**src/design/psu_pkg.sv**
```systemverilog
`timescale 1ns / 1ps
// ----------------------------------------------------------------------------
// psu_pkg
// shared types and codes for the priority stack unit and its cell chain
// ----------------------------------------------------------------------------
package psu_pkg;

  // command codes
  localparam logic CMD_PUSH = 1'b0;
  localparam logic CMD_POP  = 1'b1;

  // error codes returned with each result word
  typedef enum logic [1:0] {
    ERR_OK    = 2'd0,
    ERR_EMPTY = 2'd1,
    ERR_FULL  = 2'd2
  } err_e_t;

  // width of the count output
  localparam int COUNT_BITS = 5;

  // per-cycle control broadcast to every cell
  typedef struct packed {
    logic push;
    logic pop;
  } cell_ctrl_t;

endpackage

```
**src/design/psu_cell.sv**
```systemverilog
`timescale 1ns / 1ps
// ----------------------------------------------------------------------------
// psu_cell
// one slot of the sorted chain: holds an element and its priority
// ----------------------------------------------------------------------------
module psu_cell #(
  parameter int IDX       = 0,
  parameter int CNT_W     = 5,
  parameter int ELEM_BITS = 32,
  parameter int PRIO_BITS = 8
) (
  input  logic                   clk,
  input  psu_pkg::cell_ctrl_t    ctrl,
  input  logic [CNT_W-1:0]       fill,
  input  logic [ELEM_BITS-1:0]   new_elem,
  input  logic [PRIO_BITS-1:0]   new_prio,
  input  logic                   left_take,
  input  logic [ELEM_BITS-1:0]   left_elem,
  input  logic [PRIO_BITS-1:0]   left_prio,
  input  logic [ELEM_BITS-1:0]   right_elem,
  input  logic [PRIO_BITS-1:0]   right_prio,
  output logic                   take,
  output logic [ELEM_BITS-1:0]   elem,
  output logic [PRIO_BITS-1:0]   prio
);

  logic occupied;

  // slot is in use when it lies below the fill level
  assign occupied = fill > CNT_W'(IDX);

  // new word belongs at or before this slot
  assign take = !occupied || (prio <= new_prio);

  always_ff @(posedge clk) begin
    if (ctrl.push) begin
      if (left_take) begin
        elem <= left_elem;
        prio <= left_prio;
      end else if (take) begin
        elem <= new_elem;
        prio <= new_prio;
      end
    end else if (ctrl.pop) begin
      elem <= right_elem;
      prio <= right_prio;
    end
  end

endmodule

```
**src/design/priority_stack_unit.sv**
```systemverilog
`timescale 1ns / 1ps
// ----------------------------------------------------------------------------
// priority_stack_unit
// sorted priority store with newest-first order among equal priorities
// ----------------------------------------------------------------------------
// The store is a row of DEPTH cells kept sorted by descending priority, the
// head in cell 0. A push word inserts its element in front of the first entry
// whose priority is less than or equal to its own (so equal priorities behave
// as a stack); a pop word removes the head. Every accepted word returns one
// result word with the head element and priority, the count, an empty flag
// and an error code, all describing the store after the command. A pop on an
// empty store and a push on a full store change nothing and are flagged.
// Throughput is one command per clock: each cell decides locally from a
// single priority compare and its left neighbor's decision whether to keep,
// load the new word or take its neighbor's entry, so there is no ripple
// along the chain. The result is ready in the cycle after acceptance and
// input is stalled only while that result word is itself stalled.
module priority_stack_unit #(
  parameter int DEPTH     = 16,
  parameter int ELEM_BITS = 32,
  parameter int PRIO_BITS = 8
) (
  input  logic                             clk,
  input  logic                             rst,
  // command channel
  input  logic                             in_valid,
  output logic                             in_stall,
  input  logic                             cmd,
  input  logic [ELEM_BITS-1:0]             elem,
  input  logic [PRIO_BITS-1:0]             prio,
  // result channel
  output logic                             out_valid,
  input  logic                             out_stall,
  output logic [ELEM_BITS-1:0]             head_elem,
  output logic [PRIO_BITS-1:0]             head_prio,
  output logic [psu_pkg::COUNT_BITS-1:0]   count,
  output logic                             is_empty,
  output logic [1:0]                       error
);

  localparam int CNT_W = $clog2(DEPTH + 1);

  // chain wiring, the boundary ties are made per cell below
  logic [ELEM_BITS-1:0] cell_elem [DEPTH];
  logic [PRIO_BITS-1:0] cell_prio [DEPTH];
  logic [DEPTH-1:0]     cell_take;

  logic [CNT_W-1:0]     fill;
  logic [CNT_W-1:0]     fill_next;
  psu_pkg::err_e_t      err;
  psu_pkg::err_e_t      err_next;
  logic                 out_valid_next;
  logic                 accept;
  logic                 is_full;
  logic                 none;
  psu_pkg::cell_ctrl_t  ctrl;

  // a new word is taken unless the pending result is held back
  assign in_stall = out_valid && out_stall;
  assign accept   = in_valid && !in_stall;

  assign none    = fill == '0;
  assign is_full = fill == CNT_W'(DEPTH);

  // decode the command and screen out the empty and full cases
  always_comb begin
    ctrl.push = 1'b0;
    ctrl.pop  = 1'b0;
    fill_next = fill;
    err_next  = err;
    if (accept) begin
      err_next = psu_pkg::ERR_OK;
      if (cmd == psu_pkg::CMD_PUSH) begin
        if (is_full) begin
          err_next = psu_pkg::ERR_FULL;
        end else begin
          ctrl.push = 1'b1;
          fill_next = fill + 1'b1;
        end
      end else begin
        if (none) begin
          err_next = psu_pkg::ERR_EMPTY;
        end else begin
          ctrl.pop  = 1'b1;
          fill_next = fill - 1'b1;
        end
      end
    end
  end

  // result word is valid the cycle after a command and held while stalled
  always_comb begin
    out_valid_next = out_valid;
    if (accept) begin
      out_valid_next = 1'b1;
    end else if (!out_stall) begin
      out_valid_next = 1'b0;
    end
  end

  always_ff @(posedge clk) begin
    if (rst) begin
      fill      <= '0;
      err       <= psu_pkg::ERR_OK;
      out_valid <= 1'b0;
    end else begin
      fill      <= fill_next;
      err       <= err_next;
      out_valid <= out_valid_next;
    end
  end

  // row of cells, cell 0 is the head
  for (genvar i = 0; i < DEPTH; i++) begin : g_cell
    logic                 left_take;
    logic [ELEM_BITS-1:0] left_elem;
    logic [PRIO_BITS-1:0] left_prio;
    logic [ELEM_BITS-1:0] right_elem;
    logic [PRIO_BITS-1:0] right_prio;

    if (i == 0) begin : g_head
      assign left_take = 1'b0;
      assign left_elem = '0;
      assign left_prio = '0;
    end else begin : g_mid
      assign left_take = cell_take[i-1];
      assign left_elem = cell_elem[i-1];
      assign left_prio = cell_prio[i-1];
    end

    if (i == DEPTH - 1) begin : g_tail
      assign right_elem = '0;
      assign right_prio = '0;
    end else begin : g_body
      assign right_elem = cell_elem[i+1];
      assign right_prio = cell_prio[i+1];
    end

    psu_cell #(
      .IDX       (i),
      .CNT_W     (CNT_W),
      .ELEM_BITS (ELEM_BITS),
      .PRIO_BITS (PRIO_BITS)
    ) u_cell (
      .clk        (clk),
      .ctrl       (ctrl),
      .fill       (fill),
      .new_elem   (elem),
      .new_prio   (prio),
      .left_take  (left_take),
      .left_elem  (left_elem),
      .left_prio  (left_prio),
      .right_elem (right_elem),
      .right_prio (right_prio),
      .take       (cell_take[i]),
      .elem       (cell_elem[i]),
      .prio       (cell_prio[i])
    );
  end

  // result fields read straight from the store, which cannot move while
  // the result word is pending
  assign is_empty  = none;
  assign head_elem = none ? '0 : cell_elem[0];
  assign head_prio = none ? '0 : cell_prio[0];
  assign count     = psu_pkg::COUNT_BITS'(fill);
  assign error     = err;

endmodule

```
**config.mk**
```make
export PLATFORM = sky130hd
export DESIGN_NAME = priority_stack_unit
export DESIGN_NICKNAME = d
export VERILOG_FILES = /design/src/design/psu_pkg.sv /design/src/design/psu_cell.sv /design/src/design/priority_stack_unit.sv
export SDC_FILE = /design/constraint.sdc
export NUM_CORES = 2
export LEC_CHECK = 0
export ABC_AREA = 1
export ABC_CLOCK_PERIOD_IN_PS = 5000
export BUFFER_PORTS_ARGS = -buffer_cell sky130_fd_sc_hd__buf_2
export CAP_MARGIN = 20
export CORE_ASPECT_RATIO = 0.8
export CORE_UTILIZATION = 58
export DETAILED_ROUTE_END_ITERATION = 8
export HOLD_SLACK_MARGIN = 0.02
export PLACE_DENSITY_LB_ADDON = 0.08
export SYNTH_ARGS = -nofsm -noshare
export SYNTH_HDL_FRONTEND = slang
export SYNTH_SLANG_ARGS = --single-unit
export TNS_END_PERCENT = 5
```
**constraint.sdc**
```tcl
create_clock -name clk -period 5 [get_ports clk]
set_clock_uncertainty 0.2 [all_clocks]
set_input_delay 1 -clock clk [delete_from_list [all_inputs] [get_ports clk]]
set_output_delay 1 -clock clk [all_outputs]
set_load 0.01 [all_outputs]
```
# ---- Word level (Yosys, flattened, before mapping)
# Cells that the tools add are included.
dict set report word_totals {
  ff_bits 648
  word_cells 284
  out_inout_bits 50
  input_bits 45
}
dict set report op_classes {
  n_addsub 2
  eq_ne 20
  reduce_logical 54
  n_mux 141
  n_lt_le_gt_ge 32
}
# cell n
set op_table {}
lappend op_table {{32-bit two-way mux} 64}
lappend op_table {{8-bit two-way mux} 64}
lappend op_table {{8-bit <= comparator} 16}
lappend op_table {{3-bit by 1-bit inequality test with 1-bit output (second input constant)} 15}
lappend op_table {{5-bit by 4-bit > comparator with 1-bit output (second input constant)} 8}
lappend op_table {{2-bit AND reduction} 16}
lappend op_table {{5-bit by 3-bit > comparator with 1-bit output (second input constant)} 4}
lappend op_table {{1-bit logical NOT} 17}
lappend op_table {{1-bit logical OR} 16}
lappend op_table {{5-bit two-way mux} 3}
lappend op_table {{5-bit by 1-bit > comparator with 1-bit output (second input constant)} 2}
lappend op_table {{5-bit by 2-bit > comparator with 1-bit output (second input constant)} 2}
lappend op_table {{1-bit two-way mux} 7}
lappend op_table {{2-bit two-way mux} 3}
lappend op_table {{5-bit by 1-bit adder with 5-bit output (second input constant)} 1}
lappend op_table {{5-bit == test (second input constant)} 1}
lappend op_table {{5-bit logical NOT} 1}
lappend op_table {{5-bit by 1-bit subtractor with 5-bit output (second input constant)} 1}
lappend op_table {{2-bit by 1-bit inequality test with 1-bit output (second input constant)} 2}
lappend op_table {{2-bit inequality test (second input constant)} 2}
lappend op_table {{3-bit AND reduction} 1}
lappend op_table {{1-bit logical AND} 2}
lappend op_table {{2-bit nonzero test} 1}

# ---- Logic depth before layout (Yosys ltp)
dict set report logic_depth {
  depth_word 6
  ltp_mapped 14
  ltp_nobuf 13
}

# ---- By module
# From an unflattened synthesis, not the netlist that was laid out.
dict set report hier_totals {
  hier_cells 4399
  hier_area_um2 36870.4
}
# module area_per_inst_um2 n_inst cells_each seq_area_each_um2
set modules_own_cells {}
lappend modules_own_cells {{psu_cell (g_cell[0].u_cell ...)} 2250.9 5 266 1201.2}
lappend modules_own_cells {{psu_cell (g_cell[12].u_cell ...)} 2273.4 2 266 1201.2}
lappend modules_own_cells {{psu_cell (g_cell[1].u_cell ...)} 2242.2 2 263 1201.2}
lappend modules_own_cells {{psu_cell (g_cell[11].u_cell ...)} 2237.1 2 262 1201.2}
lappend modules_own_cells {{psu_cell (g_cell[9].u_cell)} 2269.7 1 264 1201.2}
lappend modules_own_cells {{psu_cell (g_cell[10].u_cell)} 2260.9 1 269 1201.2}
lappend modules_own_cells {{psu_cell (g_cell[8].u_cell)} 2255.9 1 266 1201.2}
lappend modules_own_cells {{psu_cell (g_cell[7].u_cell)} 2235.9 1 262 1201.2}
lappend modules_own_cells {{psu_cell (g_cell[15].u_cell)} 2234.6 1 261 1201.2}
lappend modules_own_cells {priority_stack_unit 853.3 1 165 160.2}

# ---- Least setup slack after synthesis
# Ideal clock, no wire load.
dict set report synth_timing {
  kind {input port to flip-flop}
  start {in prio[7]}
  end {reg g_cell[11].u_cell.elem[0] (enable)}
  arrival_ns 4.576
  stages 10
  required_ns 4.362
  setup_ns 0.438
  n_path_buf 2
  slack_ns -0.214
  cell_sequence {inv_1 clkbuf_1 ha_1 a21o_1 nor2_1 nand2_1 nand2_1 buf_2 nor2_1 nor2_1}
}
dict set report synth_via {
  elab_chain_len 4
  elab_cells_between_ends 6
  cone_classes {order compare (2); eq/ne (1); reduce/logical (3)}
}
# element line
set synth_lines {}
lappend synth_lines {{from (decl)} priority_stack_unit.sv:30} ;# input logic [PRIO_BITS-1:0] prio,
lappend synth_lines {{8-bit <= comparator} psu_cell.sv:33} ;# assign take = !occupied || (prio <= new_prio);
lappend synth_lines {{1-bit logical OR} psu_cell.sv:33}
lappend synth_lines {{3-bit by 1-bit inequality test with 1-bit output (no source line) *} --}
lappend synth_lines {{2-bit AND reduction (no source line) *} --}
lappend synth_lines {{to (signal assigned)} psu_cell.sv:38} ;# elem <= left_elem;
lappend synth_lines {{to (signal assigned)} psu_cell.sv:41} ;# elem <= new_elem;
lappend synth_lines {{to (signal assigned)} psu_cell.sv:45} ;# elem <= right_elem;
lappend synth_lines {{to (decl)} psu_cell.sv:23} ;# output logic [ELEM_BITS-1:0] elem,
# Every way passes the cells marked *; elsewhere a longest branch is shown, timed or not.
# A chain may end at the register's enable or synchronous reset.

# ---- Final worst setup path
dict set report layout_timing {
  start {reg fill[0], in the netlist count[0]}
  end {out head_elem[3]}
}
dict set report layout_via {
  elab_chain_len 2
}
# element line
set layout_lines {}
lappend layout_lines {{from (decl)} priority_stack_unit.sv:48} ;# logic [CNT_W-1:0] fill;
lappend layout_lines {{from (signal assigned)} priority_stack_unit.sv:107} ;# fill <= fill_next;
lappend layout_lines {{5-bit logical NOT} priority_stack_unit.sv:62} ;# assign none = fill == '0;
lappend layout_lines {{32-bit two-way mux} priority_stack_unit.sv:164} ;# assign head_elem = none ? '0 : cell_elem[0];
lappend layout_lines {{to (decl)} priority_stack_unit.sv:34} ;# output logic [ELEM_BITS-1:0] head_elem,
# Every way passes these cells.

==> flow_metrics.env <==
export IMPL_grt_ovfl_total=0
export IMPL_internal_power_uw=12400
export IMPL_cp_data_arrival_time_ns=2.56
export IMPL_drc_errors=0
export IMPL_vias=35600
export IMPL_drv_cap=0
export IMPL_final_area_sq_um=43400
export IMPL_post_cts_repair_setup_buffers=0
export IMPL_min_period_ns=3.76
export IMPL_fin_crit_sh_pct=75.2
export IMPL_tns_ns=0
export IMPL_drt_iter0_drc=3356
export IMPL_whs_path_depth=2
export IMPL_cts_resized=0
export IMPL_synth_top_area_share_pct=47.7
export IMPL_async_flop_share_pct=0
export IMPL_layout_drive_gt1_share_pct=5.67
export IMPL_clk_path_buf_depth=3
export IMPL_dpl_hpwl_mm=72.8
export IMPL_grtUsageTotal_pct=30.9
export IMPL_clock_latency_ns=0.63
export IMPL_layout_commonest_cell="nand2_1"
export IMPL_port_buffers=94
export IMPL_min_path_type="flip-flop to flip-flop"
export IMPL_power_total_uw=19300
export IMPL_cts_root_buf="clkbuf_16"
export IMPL_ant_nets=0
export IMPL_wl_per_cell_um=17.4
export IMPL_nets=5440
export IMPL_synth_area_sq_um=40300
export IMPL_wl_mm=108
export IMPL_synthTopCellsByArea="edfxtp_1 (48%), nand2_1 (19%), nand3_1 (15%), inv_1 (6.6%), ha_1 (4.2%)"
export IMPL_reg2reg_depth=8
export IMPL_fp_dieW_um=297
export IMPL_dr_pass1_iters=6
export IMPL_clkSinkCount=648
export IMPL_ys_ff_latch=648
export IMPL_grt_setup_unrepaired="false"
export IMPL_power_density_nw_per_um2=445
export IMPL_setup_worst_path_start="count[0]"
export IMPL_p_clk_share_pct=27.3
export IMPL_pwr_share_comb_pct=29.0
export IMPL_cts_made_buffers=70
export IMPL_total_leakage_power_uw=0.0217
export IMPL_reg2reg_slack_ns=1.56
export IMPL_seq_area_frac_synth_pct=48.1
export IMPL_seq_area_sq_um=19400
export IMPL_fp_row_count=86
export IMPL_synth_edff_count=640
export IMPL_netlist_top_cell_by_area="edfxtp_1"
export IMPL_cp_required_ns=3.80
export IMPL_r2r_start="count[0]"
export IMPL_clkTransAtPathRegs_ns=0.06
export IMPL_setup_viol=0
export IMPL_hold_end="g_cell[14].u_cell.elem[5]"
export IMPL_whs_ns=0.314
export IMPL_worstSetupEndpointType="primary output"
export IMPL_syn_nets=5551
export IMPL_fp_coreArea_sq_um=68900
export IMPL_gp_congestion=0.926
export IMPL_hold_viol=0
export IMPL_ctsHoldBuffers=0
export IMPL_synth_avg_cell_area_sq_um=7.51
export IMPL_dr_wl_met3_mm=6.65
export IMPL_p_switching_uw=6870
export IMPL_antenna_found_initial=3
export IMPL_power_frac_seq_pct=43.7
export IMPL_worstMarginPinSlew_ns=1.04
export IMPL_synth_distinct_cells=29
export IMPL_layout_common_cells="nand2_1 (2024), nand3_1 (1175), inv_1 (707), edfxtp_1 (640), ha_1 (134)"
export IMPL_ys_warn_count=0
export IMPL_grt_pass1_vias=34900
export IMPL_synth_ff_type="edfxtp_1"
export IMPL_swShare_pct=35.6
export IMPL_met2_length_mm=50.4
export IMPL_die_area_sq_um=70600
export IMPL_initial_utilization_pct=58.6
export IMPL_multiInputGateArea_sq_um=16700
export IMPL_maxSlewViolCount=0
export IMPL_grt_pass1_wl_mm=180
export IMPL_min_from="g_cell[15].u_cell.elem[5]"
export IMPL_htreeDepth=3
export IMPL_ios=95
export IMPL_outcome="finished clean"
export IMPL_die_height_um=238
export IMPL_fillers=6256
export IMPL_syn_inst=5372
export IMPL_cts_tree="yes"
export IMPL_wl_met1_mm=48.4
export IMPL_place_area_sq_um=41200
export IMPL_fmaxAchievable_ghz=0.266
export IMPL_vias_per_cell=5.71
export IMPL_irDropWorstVdd_mv=0.297
export IMPL_crit_path_max_fanout=42
export IMPL_highest_signal_layer="met5"
export IMPL_reg2reg_to="g_cell[0].u_cell.elem[22]"
export IMPL_cp_start_kind="flip-flop"
export IMPL_grt_max_degree=217
export IMPL_crit_type="flip-flop to primary output"
export IMPL_max_slew_margin_rel_pct=30.4
export IMPL_area_growth_pct=7.63
[state kept, by name (all words and copies together) (netlist names)]
name	flops
count	5
error	2
out_valid	1
g_cell.u_cell.prio	128
g_cell.u_cell.elem	512
[layer usage]
layer,global-route usage (%),vias up
met5,0,-
met4,9.47,4
met3,3.88,171
met2,50.0,1228
met1,43.7,17200
li1,-,17000
[synth_stat cells (4+ instances only)]
| cell type | instances |
|---|---|
| o21ai_0 | 51 |
| inv_1 | 707 |
| clkbuf_1 | 150 |
| edfxtp_1 | 640 |
| buf_1 | 5 |
| a21oi_2 | 4 |
| nand3_1 | 1176 |
| dfxtp_1 | 8 |
| nand2_1 | 2025 |
| o21ai_1 | 5 |
| a21oi_1 | 82 |
| nor2_1 | 136 |
| buf_2 | 213 |
| a21o_1 | 14 |
| ha_1 | 134 |
| inv_2 | 4 |
[worst max path at each step]
stage	end	slack, ns	cells after the start
2_1_floorplan	g_cell[12].u_cell.elem[0]	-0.21	10
3_3_place_gp	g_cell[13].u_cell.elem[20]	1.06	14
3_5_place_dp	g_cell[11].u_cell.elem[14]	1.00	15
4_1_cts	head_elem[1]	1.26	7
5_1_grt	head_elem[3]	1.10	7
6_report	head_elem[3]	1.24	7
[cell type report]
class | count | area share, %
clock inverters | 36 | 0.827
repair buffers | 186 | 2.93
well taps | 924 | 2.66
inverters | 712 | 6.17
multi-input cells | 3643 | 38.4
flip-flops and latches | 648 | 44.6
clock buffers | 85 | 4.31
diodes | 1 | 0.00576
[worst max-delay path, stage by stage, from the launching register on]
cell and delay (ns):
dfxtp_1 0.53, inv_1 0.21, ha_1 0.28, nand3_2 0.09, buf_4 0.39, nand2_1 0.18, inv_1 0.09, buf_2 0.13
[power by group through the flow]
stage / Combinational (uW) / Clock [uW] / Sequential [uW]
4_1_cts: 5560 / 5330 / 8430
5_1_grt: 6400 / 5510 / 8570
3_3_place_gp: 5400 / 0 / 8540
3_5_place_dp: 5530 / 0 / 8520
6_report: 5600 / 5260 / 8430
2_1_floorplan: 4110 / 0 / 8270
[kinds of logic after synthesis]
family                   share of synthesized area (%)
adder cells (fa/ha/maj)                           4.16
XOR/XNOR                                        0.0434
buffers and inverters                             10.7
flip-flops                                        48.1
AO/OA/AOI/OAI                                     2.13
AND/OR/NAND/NOR                                   34.9
[through the flow]
| stage | setup slack [ns] | utilization (%) | std cells |
|---|---|---|---|
| after floorplan | -0.214 | - | 5372 |
| after global placement | 1.06 | 59.8 | 6113 |
| after detailed placement | 1.00 | 59.8 | 6113 |
| after CTS | 1.26 | 63.0 | 6234 |
| after global routing | 1.10 | 63.0 | 6235 |
| final | 1.24 | 63.0 | 6235 |
Power figures use the tool's default switching activity.
